### config.mk
export PLATFORM = sky130hd
export DESIGN_NAME = hue_to_grb_palette_unit
export DESIGN_NICKNAME = d
export VERILOG_FILES = /design/src/hw/rtl/htg_pkg.sv /design/src/hw/rtl/htg_color.sv /design/src/hw/rtl/hue_to_grb_palette_unit.sv
export SDC_FILE = /design/constraint.sdc
export NUM_CORES = 1
export LEC_CHECK = 0
export BUFFER_PORTS_ARGS = -buffer_cell sky130_fd_sc_hd__buf_2
export CAP_MARGIN = 20
export CELL_PAD_IN_SITES_DETAIL_PLACEMENT = 0
export CELL_PAD_IN_SITES_GLOBAL_PLACEMENT = 1
export CORE_MARGIN = 10
export CORE_UTILIZATION = 27
export CTS_CLUSTER_DIAMETER = 100
export CTS_CLUSTER_SIZE = 20
export DETAILED_ROUTE_END_ITERATION = 6
export PLACE_DENSITY = 0.63
export SYNTH_ARGS = -nofsm -noshare
export SYNTH_HDL_FRONTEND = slang
export SYNTH_SLANG_ARGS = --single-unit
export TNS_END_PERCENT = 100
### constraint.sdc
create_clock -name clock -period 7.7 [get_ports clock]
set_input_delay 1.155 -clock clock [delete_from_list [all_inputs] [get_ports clock]]
set_output_delay 1.155 -clock clock [all_outputs]
set_load 0.005 [all_outputs]
### src/hw/rtl/htg_pkg.sv
// Shared types, codes and color tables for the hue to GRB palette unit.
// Used by htg_color and hue_to_grb_palette_unit; depends on nothing.
package htg_pkg;

   // Palette selection codes
   typedef enum logic [2:0] {
      MODE_RAINBOW   = 3'd0,
      MODE_PASTEL    = 3'd1,
      MODE_NEON      = 3'd2,
      MODE_CRANBERRY = 3'd3,
      MODE_BLUEBERRY = 3'd4,
      MODE_MUSCAT    = 3'd5
   } mode_type;

   // Control register indexes
   localparam logic CSR_PALETTE_MODE     = 1'b0;
   localparam logic CSR_BRIGHTNESS_SHIFT = 1'b1;

   localparam int HUE_W   = 9;
   localparam int WHEEL_W = 10;
   localparam int SHIFT_W = 4;
   localparam int GRB_W   = 24;

   // Sector code for a hue of 360 or more
   localparam logic [2:0] SECTOR_NONE = 3'd6;

   typedef logic [GRB_W-1:0] grb_type;

   // Sector of a wheel hue: 60-degree slices, SECTOR_NONE from 360 up
   function automatic logic [2:0] hue_sector(input logic [WHEEL_W-1:0] h);
      logic [2:0] s;
      if (h < 10'd60)       s = 3'd0;
      else if (h < 10'd120) s = 3'd1;
      else if (h < 10'd180) s = 3'd2;
      else if (h < 10'd240) s = 3'd3;
      else if (h < 10'd300) s = 3'd4;
      else if (h < 10'd360) s = 3'd5;
      else                  s = SECTOR_NONE;
      return s;
   endfunction

   // Fixed palettes, entries packed green, red, blue
   function automatic grb_type fixed_color(input logic [2:0] mode, input logic [2:0] sector);
      grb_type c;
      c = '0;
      case (mode)
         MODE_NEON: begin
            case (sector)
               3'd0: c = 24'h00FF00;
               3'd1: c = 24'hFFFF00;
               3'd2: c = 24'h0000FF;
               3'd3: c = 24'h0080FF;
               3'd4: c = 24'h00FFFF;
               3'd5: c = 24'h00FF80;
               default: c = '0;
            endcase
         end
         MODE_CRANBERRY: begin
            case (sector)
               3'd0: c = 24'h00FF00;
               3'd1: c = 24'h40FF00;
               3'd2: c = 24'h80FF00;
               3'd3: c = 24'h40FF00;
               3'd4: c = 24'h00FF40;
               3'd5: c = 24'h00FF64;
               default: c = '0;
            endcase
         end
         MODE_BLUEBERRY: begin
            case (sector)
               3'd0: c = 24'h0000FF;
               3'd1: c = 24'h0080FF;
               3'd2: c = 24'h00C0FF;
               3'd3: c = 24'h8000FF;
               3'd4: c = 24'hC000FF;
               3'd5: c = 24'h2000FF;
               default: c = '0;
            endcase
         end
         MODE_MUSCAT: begin
            case (sector)
               3'd0: c = 24'hFF0000;
               3'd1: c = 24'hFF0040;
               3'd2: c = 24'hFF0080;
               3'd3: c = 24'hFF4000;
               3'd4: c = 24'hFF8000;
               3'd5: c = 24'hFF0000;
               default: c = '0;
            endcase
         end
         default: c = '0;
      endcase
      return c;
   endfunction

endpackage

### src/hw/rtl/htg_color.sv
// Combinational hue to GRB color: wheel, pastel fold, fixed palettes, dimming.
// Depends on htg_pkg.
module htg_color (
   input  logic [htg_pkg::HUE_W-1:0]   hue,
   input  logic [2:0]                  palette_mode,
   input  logic [htg_pkg::SHIFT_W-1:0] brightness_shift,
   output htg_pkg::grb_type            grb_word
);
   import htg_pkg::*;

   logic [WHEEL_W-1:0] hue_wide;
   logic [WHEEL_W-1:0] hue_dbl;
   logic [WHEEL_W-1:0] wheel_hue;
   logic [2:0]         wheel_sector;
   logic [2:0]         raw_sector;
   logic [WHEEL_W-1:0] ramp_diff;
   logic [5:0]         ramp_arg;
   logic [9:0]         ramp_prod;
   logic [7:0]         ramp_val;
   logic [7:0]         red;
   logic [7:0]         green;
   logic [7:0]         blue;
   grb_type            color;

   // Fold the doubled hue back once for the pastel wheel
   always_comb begin
      hue_wide = {1'b0, hue};
      hue_dbl  = {hue, 1'b0};
      if (palette_mode == MODE_PASTEL) begin
         wheel_hue = (hue_dbl >= 10'd360) ? hue_dbl - 10'd360 : hue_dbl;
      end else begin
         wheel_hue = hue_wide;
      end
      wheel_sector = hue_sector(wheel_hue);
      raw_sector   = hue_sector(hue_wide);
   end

   // Ramp offset within the sector, then offset*255/60 as offset*17/4
   always_comb begin
      case (wheel_sector)
         3'd0:    ramp_diff = wheel_hue;
         3'd1:    ramp_diff = 10'd120 - wheel_hue;
         3'd2:    ramp_diff = wheel_hue - 10'd120;
         3'd3:    ramp_diff = 10'd240 - wheel_hue;
         3'd4:    ramp_diff = wheel_hue - 10'd240;
         3'd5:    ramp_diff = 10'd360 - wheel_hue;
         default: ramp_diff = '0;
      endcase
      ramp_arg  = ramp_diff[5:0];
      ramp_prod = {ramp_arg, 4'b0000} + {4'b0000, ramp_arg};
      ramp_val  = ramp_prod[9:2];
   end

   // Pick channels by sector for the wheel, or a fixed palette entry
   always_comb begin
      red   = '0;
      green = '0;
      blue  = '0;
      color = '0;
      if (palette_mode == MODE_RAINBOW || palette_mode == MODE_PASTEL) begin
         case (wheel_sector)
            3'd0: begin red = 8'hFF;    green = ramp_val; end
            3'd1: begin red = ramp_val; green = 8'hFF;    end
            3'd2: begin green = 8'hFF;  blue = ramp_val;  end
            3'd3: begin green = ramp_val; blue = 8'hFF;   end
            3'd4: begin red = ramp_val; blue = 8'hFF;     end
            3'd5: begin red = 8'hFF;    blue = ramp_val;  end
            default: ;
         endcase
         color = {green, red, blue};
      end else begin
         color = fixed_color(palette_mode, raw_sector);
      end
   end

   // Dim each channel; a shift of 8 or more clears it
   always_comb begin
      if (brightness_shift[3]) begin
         grb_word = '0;
      end else begin
         grb_word = {color[23:16] >> brightness_shift[2:0],
                     color[15:8]  >> brightness_shift[2:0],
                     color[7:0]   >> brightness_shift[2:0]};
      end
   end

endmodule

### src/hw/rtl/hue_to_grb_palette_unit.sv
// Top level of the hue to GRB palette unit: handshakes, control registers,
// input and result registers around htg_color. Depends on htg_pkg, htg_color.
//
//   channel   direction  payload
//   req_*     in         tdata[8:0] hue
//   rsp_*     out        tdata[23:0] grb_word
//   csr_*     in         index 0 palette_mode, 1 brightness_shift
//
// One hue per cycle while the result is not stalled. A req transfer loads the input
// register; the color logic fills the result register once that is free, and
// rsp_tvalid rises when the result register holds the new color.
// Reset clears the valid flags and sets both control registers to zero.
// A stalled result holds; the input stage still fills,
// and req_tready drops only when both stages are full and rsp_tready is low.
module hue_to_grb_palette_unit (
   input  logic        clock,
   input  logic        reset,
   input  logic        req_tvalid,
   output logic        req_tready,
   input  logic [15:0] req_tdata,   // [8:0] hue, [15:9] zero
   output logic        rsp_tvalid,
   input  logic        rsp_tready,
   output logic [23:0] rsp_tdata,   // [23:0] grb_word
   input  logic        csr_valid,
   output logic        csr_ready,
   input  logic        csr_index,
   input  logic [3:0]  csr_data
);
   import htg_pkg::*;

   logic [2:0]         mode_ff;
   logic [2:0]         mode_in;
   logic [SHIFT_W-1:0] shift_ff;
   logic [SHIFT_W-1:0] shift_in;
   logic               s1_valid_ff;
   logic               s1_valid_in;
   logic [HUE_W-1:0]   s1_hue_ff;
   logic [HUE_W-1:0]   s1_hue_in;
   logic               out_valid_ff;
   logic               out_valid_in;
   grb_type            out_data_ff;
   grb_type            out_data_in;
   grb_type            color;
   logic               out_free;
   logic               s1_adv;
   logic               req_fire;

   // Control register writes
   assign csr_ready = 1'b1;
   always_comb begin
      mode_in  = mode_ff;
      shift_in = shift_ff;
      if (csr_valid) begin
         unique case (csr_index)
            CSR_PALETTE_MODE:     mode_in  = csr_data[2:0];
            CSR_BRIGHTNESS_SHIFT: shift_in = csr_data;
            default: ;
         endcase
      end
   end

   // Pipeline flow control
   assign out_free   = !out_valid_ff || rsp_tready;
   assign s1_adv     = s1_valid_ff && out_free;
   assign req_tready = !s1_valid_ff || out_free;
   assign req_fire   = req_tvalid && req_tready;

   always_comb begin
      s1_valid_in  = req_fire || (s1_valid_ff && !out_free);
      s1_hue_in    = req_fire ? req_tdata[HUE_W-1:0] : s1_hue_ff;
      out_valid_in = s1_adv || (out_valid_ff && !rsp_tready);
      out_data_in  = s1_adv ? color : out_data_ff;
   end

   htg_color u_color (
      .hue              (s1_hue_ff),
      .palette_mode     (mode_ff),
      .brightness_shift (shift_ff),
      .grb_word         (color)
   );

   // Control state
   always_ff @(posedge clock) begin
      if (reset) begin
         mode_ff      <= MODE_RAINBOW;
         shift_ff     <= '0;
         s1_valid_ff  <= 1'b0;
         out_valid_ff <= 1'b0;
      end else begin
         mode_ff      <= mode_in;
         shift_ff     <= shift_in;
         s1_valid_ff  <= s1_valid_in;
         out_valid_ff <= out_valid_in;
      end
   end

   // Payload registers
   always_ff @(posedge clock) begin
      s1_hue_ff   <= s1_hue_in;
      out_data_ff <= out_data_in;
   end

   assign rsp_tvalid = out_valid_ff;
   assign rsp_tdata  = out_data_ff;

`ifndef SYNTH
   // A full input stage with a free result register moves on
   a_stage_advance: assert property (@(posedge clock) disable iff (reset)
      (s1_valid_ff && out_free) |=> out_valid_ff)
      else $error("input stage did not advance into result register");

   // A stalled result is never dropped
   a_result_held: assert property (@(posedge clock) disable iff (reset)
      (out_valid_ff && !rsp_tready) |=> out_valid_ff)
      else $error("stalled result lost");

   // Never take a transfer into a full input stage that cannot drain
   a_no_overrun: assert property (@(posedge clock) disable iff (reset)
      !(req_fire && s1_valid_ff && !s1_adv))
      else $error("input stage overrun");
`endif

endmodule
# Word level (Yosys, flattened, before mapping)
# Cells that the tools add are included.
# word_totals
reg_bits,42
inputBits,26
output_inout_bits,27
word_cells,95
# classes
addsub,7
magnitude_cmp,13
eq_ne,15
shift,3
mux,24
bitwise,1
reduce_logical,26
# op_table
op,n
case mux 24 bit (6 select lines),2
case mux 24 bit (5 select lines),2
case mux 24 bit (4 select lines),1
case mux 8 bit (2 select lines),3
case mux 6 bit (6 select lines),1
2-to-1 mux 3 bit,10
2-to-1 mux 24 bit,1
right shift 8 x 3 -> 8 bit,3
"less-than comparator 10 x 8 -> 1 bit, second input constant",2
"less-than comparator 10 x 9 -> 1 bit, second input constant",2
2-to-1 mux 10 bit,2
"== test 3 x 2 -> 1 bit, second input constant",6
"== test 3 bit, second input constant",6
"less-than comparator 9 x 8 -> 1 bit, second input constant",2
"less-than comparator 9 bit, second input constant",2
"subtractor 6 bit, first input constant",3
OR reduction 2 bit,8
"subtractor 6 bit, second input constant",2
adder 10 x 6 -> 10 bit,1
"greater-or-equal comparator 10 x 9 -> 1 bit, second input constant",1
"less-than comparator 10 x 6 -> 1 bit, second input constant",1
"less-than comparator 10 x 7 -> 1 bit, second input constant",1
"subtractor 10 x 9 -> 10 bit, second input constant",1
"== test 3 x 1 -> 1 bit, second input constant",3
9 further kinds,23

# Depth between registers and ports, before layout
# logic_depth
depth_word,16
mapped_depth,31
mapped_depth_nobuf,30

# Modules after synthesis
# From an unflattened synthesis, not the netlist that was laid out.
# hier_totals
hier_cells,529
hier_area_um2,4511.8
# by_module_without_submodules
module,n_inst,cells_per_inst,area_per_inst_um2
htg_color,1,456,3118.0
hue_to_grb_palette_unit,1,73,1393.8

# Worst setup path after synthesis
# Ideal clock, no wire load.
# synth_path
path_kind,register -> register
start,reg s1_hue_ff[3]
end,reg out_data_ff[16] (netlist: rsp_tdata[16]) (data pin)
arrival_ns,6.207
t_required_ns,7.533
path_slack_ns,1.325
stages_incl_launch_ff,29
path_buffers,1
path_cell_list,edfxtp_1 -> buf_2 -> inv_1 -> ha_1 -> nor3b_1 -> o211a_1 -> nor2_1 -> o21ai_0 -> a21boi_1 -> inv_1 -> ha_1 -> o21ai_0 -> or4_4 -> o211ai_2 -> a21boi_4 -> o21a_2 -> nand2_1 -> ha_1 -> a21o_1 -> a21oi_1 -> xnor2_1 -> o21ai_0 -> inv_1 -> fa_1 -> o31a_1 -> o311a_1 -> a21o_1 -> mux2_2 -> a221oi_2
# synth_via
elab_chain_cells,16
elab_cells_between_ends,59
cone_classes,7 x add/sub; 13 x order compare; 10 x eq/ne; 1 x shift; 22 x mux; 6 x reduce/logical
# synth_rtl
element,line,text
start: declaration,hue_to_grb_palette_unit.sv:37,logic [HUE_W-1:0] s1_hue_ff;
start signal: assignment,hue_to_grb_palette_unit.sv:99,s1_hue_ff <= s1_hue_in;
subtractor 10 x 9 -> 10 bit / greater-or-equal comparator 10 x 9 -> 1 bit (equally long branches),htg_color.sv:30,wheel_hue = (hue_dbl >= 10'd360) ? hue_dbl - 10'd360 : hue_dbl;
2-to-1 mux 10 bit,htg_color.sv:30,
2-to-1 mux 10 bit,htg_color.sv:29,if (palette_mode == MODE_PASTEL) begin
less-than comparator 10 x 9 -> 1 bit,htg_pkg.sv:37,else if (h < 10'd360) s = 3'd5;
2-to-1 mux 2 bit,htg_pkg.sv:37,
2-to-1 mux 3 bit,htg_pkg.sv:36,else if (h < 10'd300) s = 3'd4;
2-to-1 mux 3 bit,htg_pkg.sv:35,else if (h < 10'd240) s = 3'd3;
2-to-1 mux 3 bit,htg_pkg.sv:34,else if (h < 10'd180) s = 3'd2;
2-to-1 mux 3 bit,htg_pkg.sv:33,else if (h < 10'd120) s = 3'd1;
2-to-1 mux 3 bit,htg_pkg.sv:32,if (h < 10'd60) s = 3'd0;
"== test 3 bit, or another cell as far along",htg_color.sv:40,case (wheel_sector)
case mux 6 bit (6 select lines),htg_color.sv:40,
adder 10 x 6 -> 10 bit,htg_color.sv:50,"ramp_prod = {ramp_arg, 4'b0000} + {4'b0000, ramp_arg};"
case mux 8 bit (2 select lines),htg_color.sv:61,case (wheel_sector)
2-to-1 mux 24 bit *,htg_color.sv:60,if (palette_mode == MODE_RAINBOW || palette_mode == MODE_PASTEL) begin
right shift 8 x 3 -> 8 bit *,htg_color.sv:81,"grb_word = {color[23:16] >> brightness_shift[2:0],"
end signal: assignment,hue_to_grb_palette_unit.sv:100,out_data_ff <= out_data_in;
end: declaration,hue_to_grb_palette_unit.sv:41,grb_type out_data_ff;
# Every way passes the cells marked *; elsewhere a longest branch is shown, timed or not.
# A chain may end at the register's enable or synchronous reset.

# Worst setup path after layout
# layout_path
start,reg s1_hue_ff[4]
end,reg out_data_ff[9] (netlist: rsp_tdata[9]) (data pin)
# layout_via
elab_chain_cells,16
elab_cells_between_ends,59
cone_classes,7 x add/sub; 13 x order compare; 10 x eq/ne; 1 x shift; 22 x mux; 6 x reduce/logical
# layout_rtl
element,line,text
subtractor 10 x 9 -> 10 bit / greater-or-equal comparator 10 x 9 -> 1 bit (equally long branches),htg_color.sv:30,
2-to-1 mux 10 bit,htg_color.sv:30,
2-to-1 mux 10 bit,htg_color.sv:29,
less-than comparator 10 x 9 -> 1 bit,htg_pkg.sv:37,
2-to-1 mux 2 bit,htg_pkg.sv:37,
2-to-1 mux 3 bit,htg_pkg.sv:36,
2-to-1 mux 3 bit,htg_pkg.sv:35,
2-to-1 mux 3 bit,htg_pkg.sv:34,
2-to-1 mux 3 bit,htg_pkg.sv:33,
2-to-1 mux 3 bit,htg_pkg.sv:32,
"== test 3 bit, or another cell as far along","htg_color.sv:40, htg_color.sv:61",
case mux 6 bit (6 select lines),htg_color.sv:40,
adder 10 x 6 -> 10 bit,htg_color.sv:50,
case mux 8 bit (2 select lines),htg_color.sv:61,
2-to-1 mux 24 bit *,htg_color.sv:60,
right shift 8 x 3 -> 8 bit *,htg_color.sv:82,"color[15:8] >> brightness_shift[2:0],"
# Marks and branches as above.

==> flow_metrics.tcl <==
set metrics [dict create \
    htree_levels 2 \
    rsz0062_at_grt "no" \
    ys_async_sr_fraction_pct 0 \
    hold-worst-slack_ns 0.516 \
    cp-endpoint "rsp_tdata[9]$_SDFFCE_PP0P_" \
    drv_slew 0 \
    fill_cells 1461 \
    vias 3907 \
    yosys-top-cells-area "edfxtp_1 (25%), nor2_1 (5.6%), dfxtp_1 (4.6%)" \
    post-dp-hpwl_um 9220 \
    netlist_instances 474 \
    synth_edf_count 33 \
    synth_area_leader_cell "edfxtp_1" \
    viasPerCell 5.65 \
    wire_per_inst_um 17.3 \
    grt_max_degree 30 \
    synth_nets 510 \
    fin_skew_ns 0.00463 \
    crit_start "s1_hue_ff[4]$_DFFE_PP_" \
    io_buffers 44 \
    cp.arrival_ns 7.17 \
    cts_buffers 5 \
    cts_tree "yes" \
    gp_congestion 0.931 \
    grt_first_pass_wirelength_um 19800 \
    fmax_ghz 0.141 \
    min_period_ns 7.10 \
    firstDrtPassIters 5 \
    clock-root-buffer "clkbuf_16" \
    antenna_cells 0 \
    layout-drive-gt1-share_pct 16.8 \
    gr-total-overflow 0 \
    status "complete, no violations" \
    worstPathMaxFanout 15 \
    mostFrequentLayoutCell "nor2_1" \
    final_cell_mix "nor2_1 (58), buf_2 (44), a21oi_1 (33), edfxtp_1 (33), nand2_1 (30)" \
    critPathLaunchType "register" \
    setup.worst_path.end_class "register" \
    nNetsFinal 546 \
    drtAntennaViolNets 0 \
    setup_violations 0 \
    drt_iter0_drc 441 \
    synth_xor_area_share_pct 1.57 \
    synth_top_family_by_area "compound AO/OA/AOI/OAI gates" \
    reg2reg_to "rsp_tdata[9]$_SDFFCE_PP0P_" \
    ff2ff_path_depth 25 \
    leakagePower_nw 1.71 \
    clk_pin_slew_ns 0.06 \
    hold_path.class "register to register" \
    synth.distinct_cells 82 \
    die_h_um 140 \
    slew_headroom_pct 33.8 \
    r2r_slack_ns 0.60 \
    pin_count 53 \
    clkLatencyLatePin_ns 0.29 \
    die_x_um 140 \
    finalSetupTns_ns 0 \
    routed_wl_um 12000 \
    rows 43 \
    ys.flop_type "edfxtp_1" \
    synth_compound_area_share_pct 32.6 \
    ir_worst_vdd_mv 0.120 \
    grtUsageTotal_pct 11.9 \
    clockBufferDepth 2 \
    cts_sinks 42 \
    multiInputGateArea_mm2 0.00256 \
    synthMuxAreaShare_pct 3.75 \
    ys_ff_latch 42 \
    synth_area_mm2 0.00391 \
    finalCritPeriodShare_pct 92.2 \
    synth.top_cell.area_share_pct 25.4 \
    synth_simple_gate_area_share_pct 23.8 \
    grt_pass1_vias 3755 \
    regArea_mm2 0.00117 \
    powerDensity_mw_per_mm2 185 \
    postSynthAreaPerCell_um2 8.25 \
    die-area_mm2 0.0197 \
    antenna_found_initial 0 \
    drcViolationCount 0 \
    yosysSeqAreaShare_pct 30.0 \
    cap_violations 0 \
    core_mm2 0.0140 \
    critical_path_class "register to register" \
    report.final.hold_viol_count 0 \
    yosys.area_share.adder_pct 3.39 \
    area_delta_synth_final_pct 14.7 \
    worst_slew_pin_slew_ns 0.992 \
    ys_warn_count 0 \
    r2r-start "s1_hue_ff[4]$_DFFE_PP_" \
    cp.required_ns 7.77 \
    start_util_pct 27.8 \
]
state kept, by name, indices dropped and copies added (netlist names):
register / flops
rsp_tdata: 24
s1_hue_ff: 9
shift_ff: 4
mode_ff: 3
rsp_tvalid: 1
s1_valid_ff: 1
cell usage after synthesis, drive strengths merged, types with 7 or more instances:
cell and instances:
mux2i 9, edfxtp 33, o21ai 28, buf 8
a21oi 34, or3 7, nor2 58, o21a 11
nand3 12, or2 8, inv 21, dfxtp 9
ha 9, nor3 21, nand2 30, a21o 11
clkbuf 18, a211oi 14, o211ai 12, nor2b 9
area by class of cell:
type / instances / share of cell area (%)
tap: 180 / 5.02
multi-input combinational: 385 / 57.0
inverter: 21 / 1.76
timing repair buffer: 55 / 6.92
clock inverter: 2 / 0.279
sequential: 42 / 26.1
clock buffer: 6 / 2.87
critical path, cell delays in order, from the launching register on:
cell,delay (ns)
edfxtp_1,0.65
and3_1,0.33
o211a_1,0.26
nor2_1,0.06
o21ai_0,0.17
a21boi_1,0.20
inv_1,0.11
ha_1,0.31
o21ai_0,0.20
or4_4,0.62
o211ai_2,0.19
a21boi_4,0.25
o21a_2,0.21
nand2_1,0.06
ha_1,0.32
a21o_1,0.17
a21oi_1,0.16
xnor2_1,0.07
o21ai_0,0.39
inv_1,0.13
fa_1,0.50
o31a_1,0.39
or2_1,0.26
o211ai_1,0.24
o41ai_1,0.14
a2111oi_1,0.46
logic make-up (layout without fill, tap and decap cells):
logic type,after synthesis,count (layout)
fa+ha+maj,10,10
mux,14,14
xor+xnor,7,7
other cells,1,1
simple gates,180,180
buf+inv,47,84
flops,42,42
compound gates,173,173
where the power goes:
group	internal, mW	total, mW	switching, mW
combinational	0.133	0.336	0.202
sequential	0.270	0.285	0.0156
clock	0.120	0.209	0.0888
per-layer routing:
layer	routed length, um	GRT usage (%)	vias up
met5	0	0	-
met4	163	3.48	0
met3	589	1.28	12
met2	5540	19.4	138
met1	5660	16.1	1858
li1	-	-	1899
per-stage QoR:
stage	cells	util [%]	worst slack (ns)	cell area (um^2)	power, mW
floorplan	474	-	1.33	3910	0.527
finish	691	31.9	0.603	4480	0.830
global route	691	31.9	0.0683	4480	0.885
CTS	690	31.8	0.501	4460	0.833
global placement	682	30.8	0.601	4320	0.622
detailed placement	682	30.8	0.537	4320	0.622
how the worst min path moves through the flow:
stage / from / end / slack, ns / cells after the start
2_1_floorplan: s1_valid_ff$_SDFF_PP0_ / rsp_tvalid$_SDFF_PP0_ / 0.48 / 2
3_3_place_gp: s1_valid_ff$_SDFF_PP0_ / rsp_tvalid$_SDFF_PP0_ / 0.50 / 2
3_5_place_dp: s1_valid_ff$_SDFF_PP0_ / rsp_tvalid$_SDFF_PP0_ / 0.51 / 2
4_1_cts: s1_valid_ff$_SDFF_PP0_ / rsp_tvalid$_SDFF_PP0_ / 0.52 / 2
5_1_grt: s1_valid_ff$_SDFF_PP0_ / rsp_tvalid$_SDFF_PP0_ / 0.54 / 2
6_report: s1_valid_ff$_SDFF_PP0_ / rsp_tvalid$_SDFF_PP0_ / 0.52 / 2
timing repair:
action                                  4_1_cts  5_1_grt
endpoints found under the setup margin        0        5
gates resized for setup                       0        1
buffers inserted                              0        0
hold buffers                                  0        0
No activity file was read; power rests on OpenSTA's default activity.
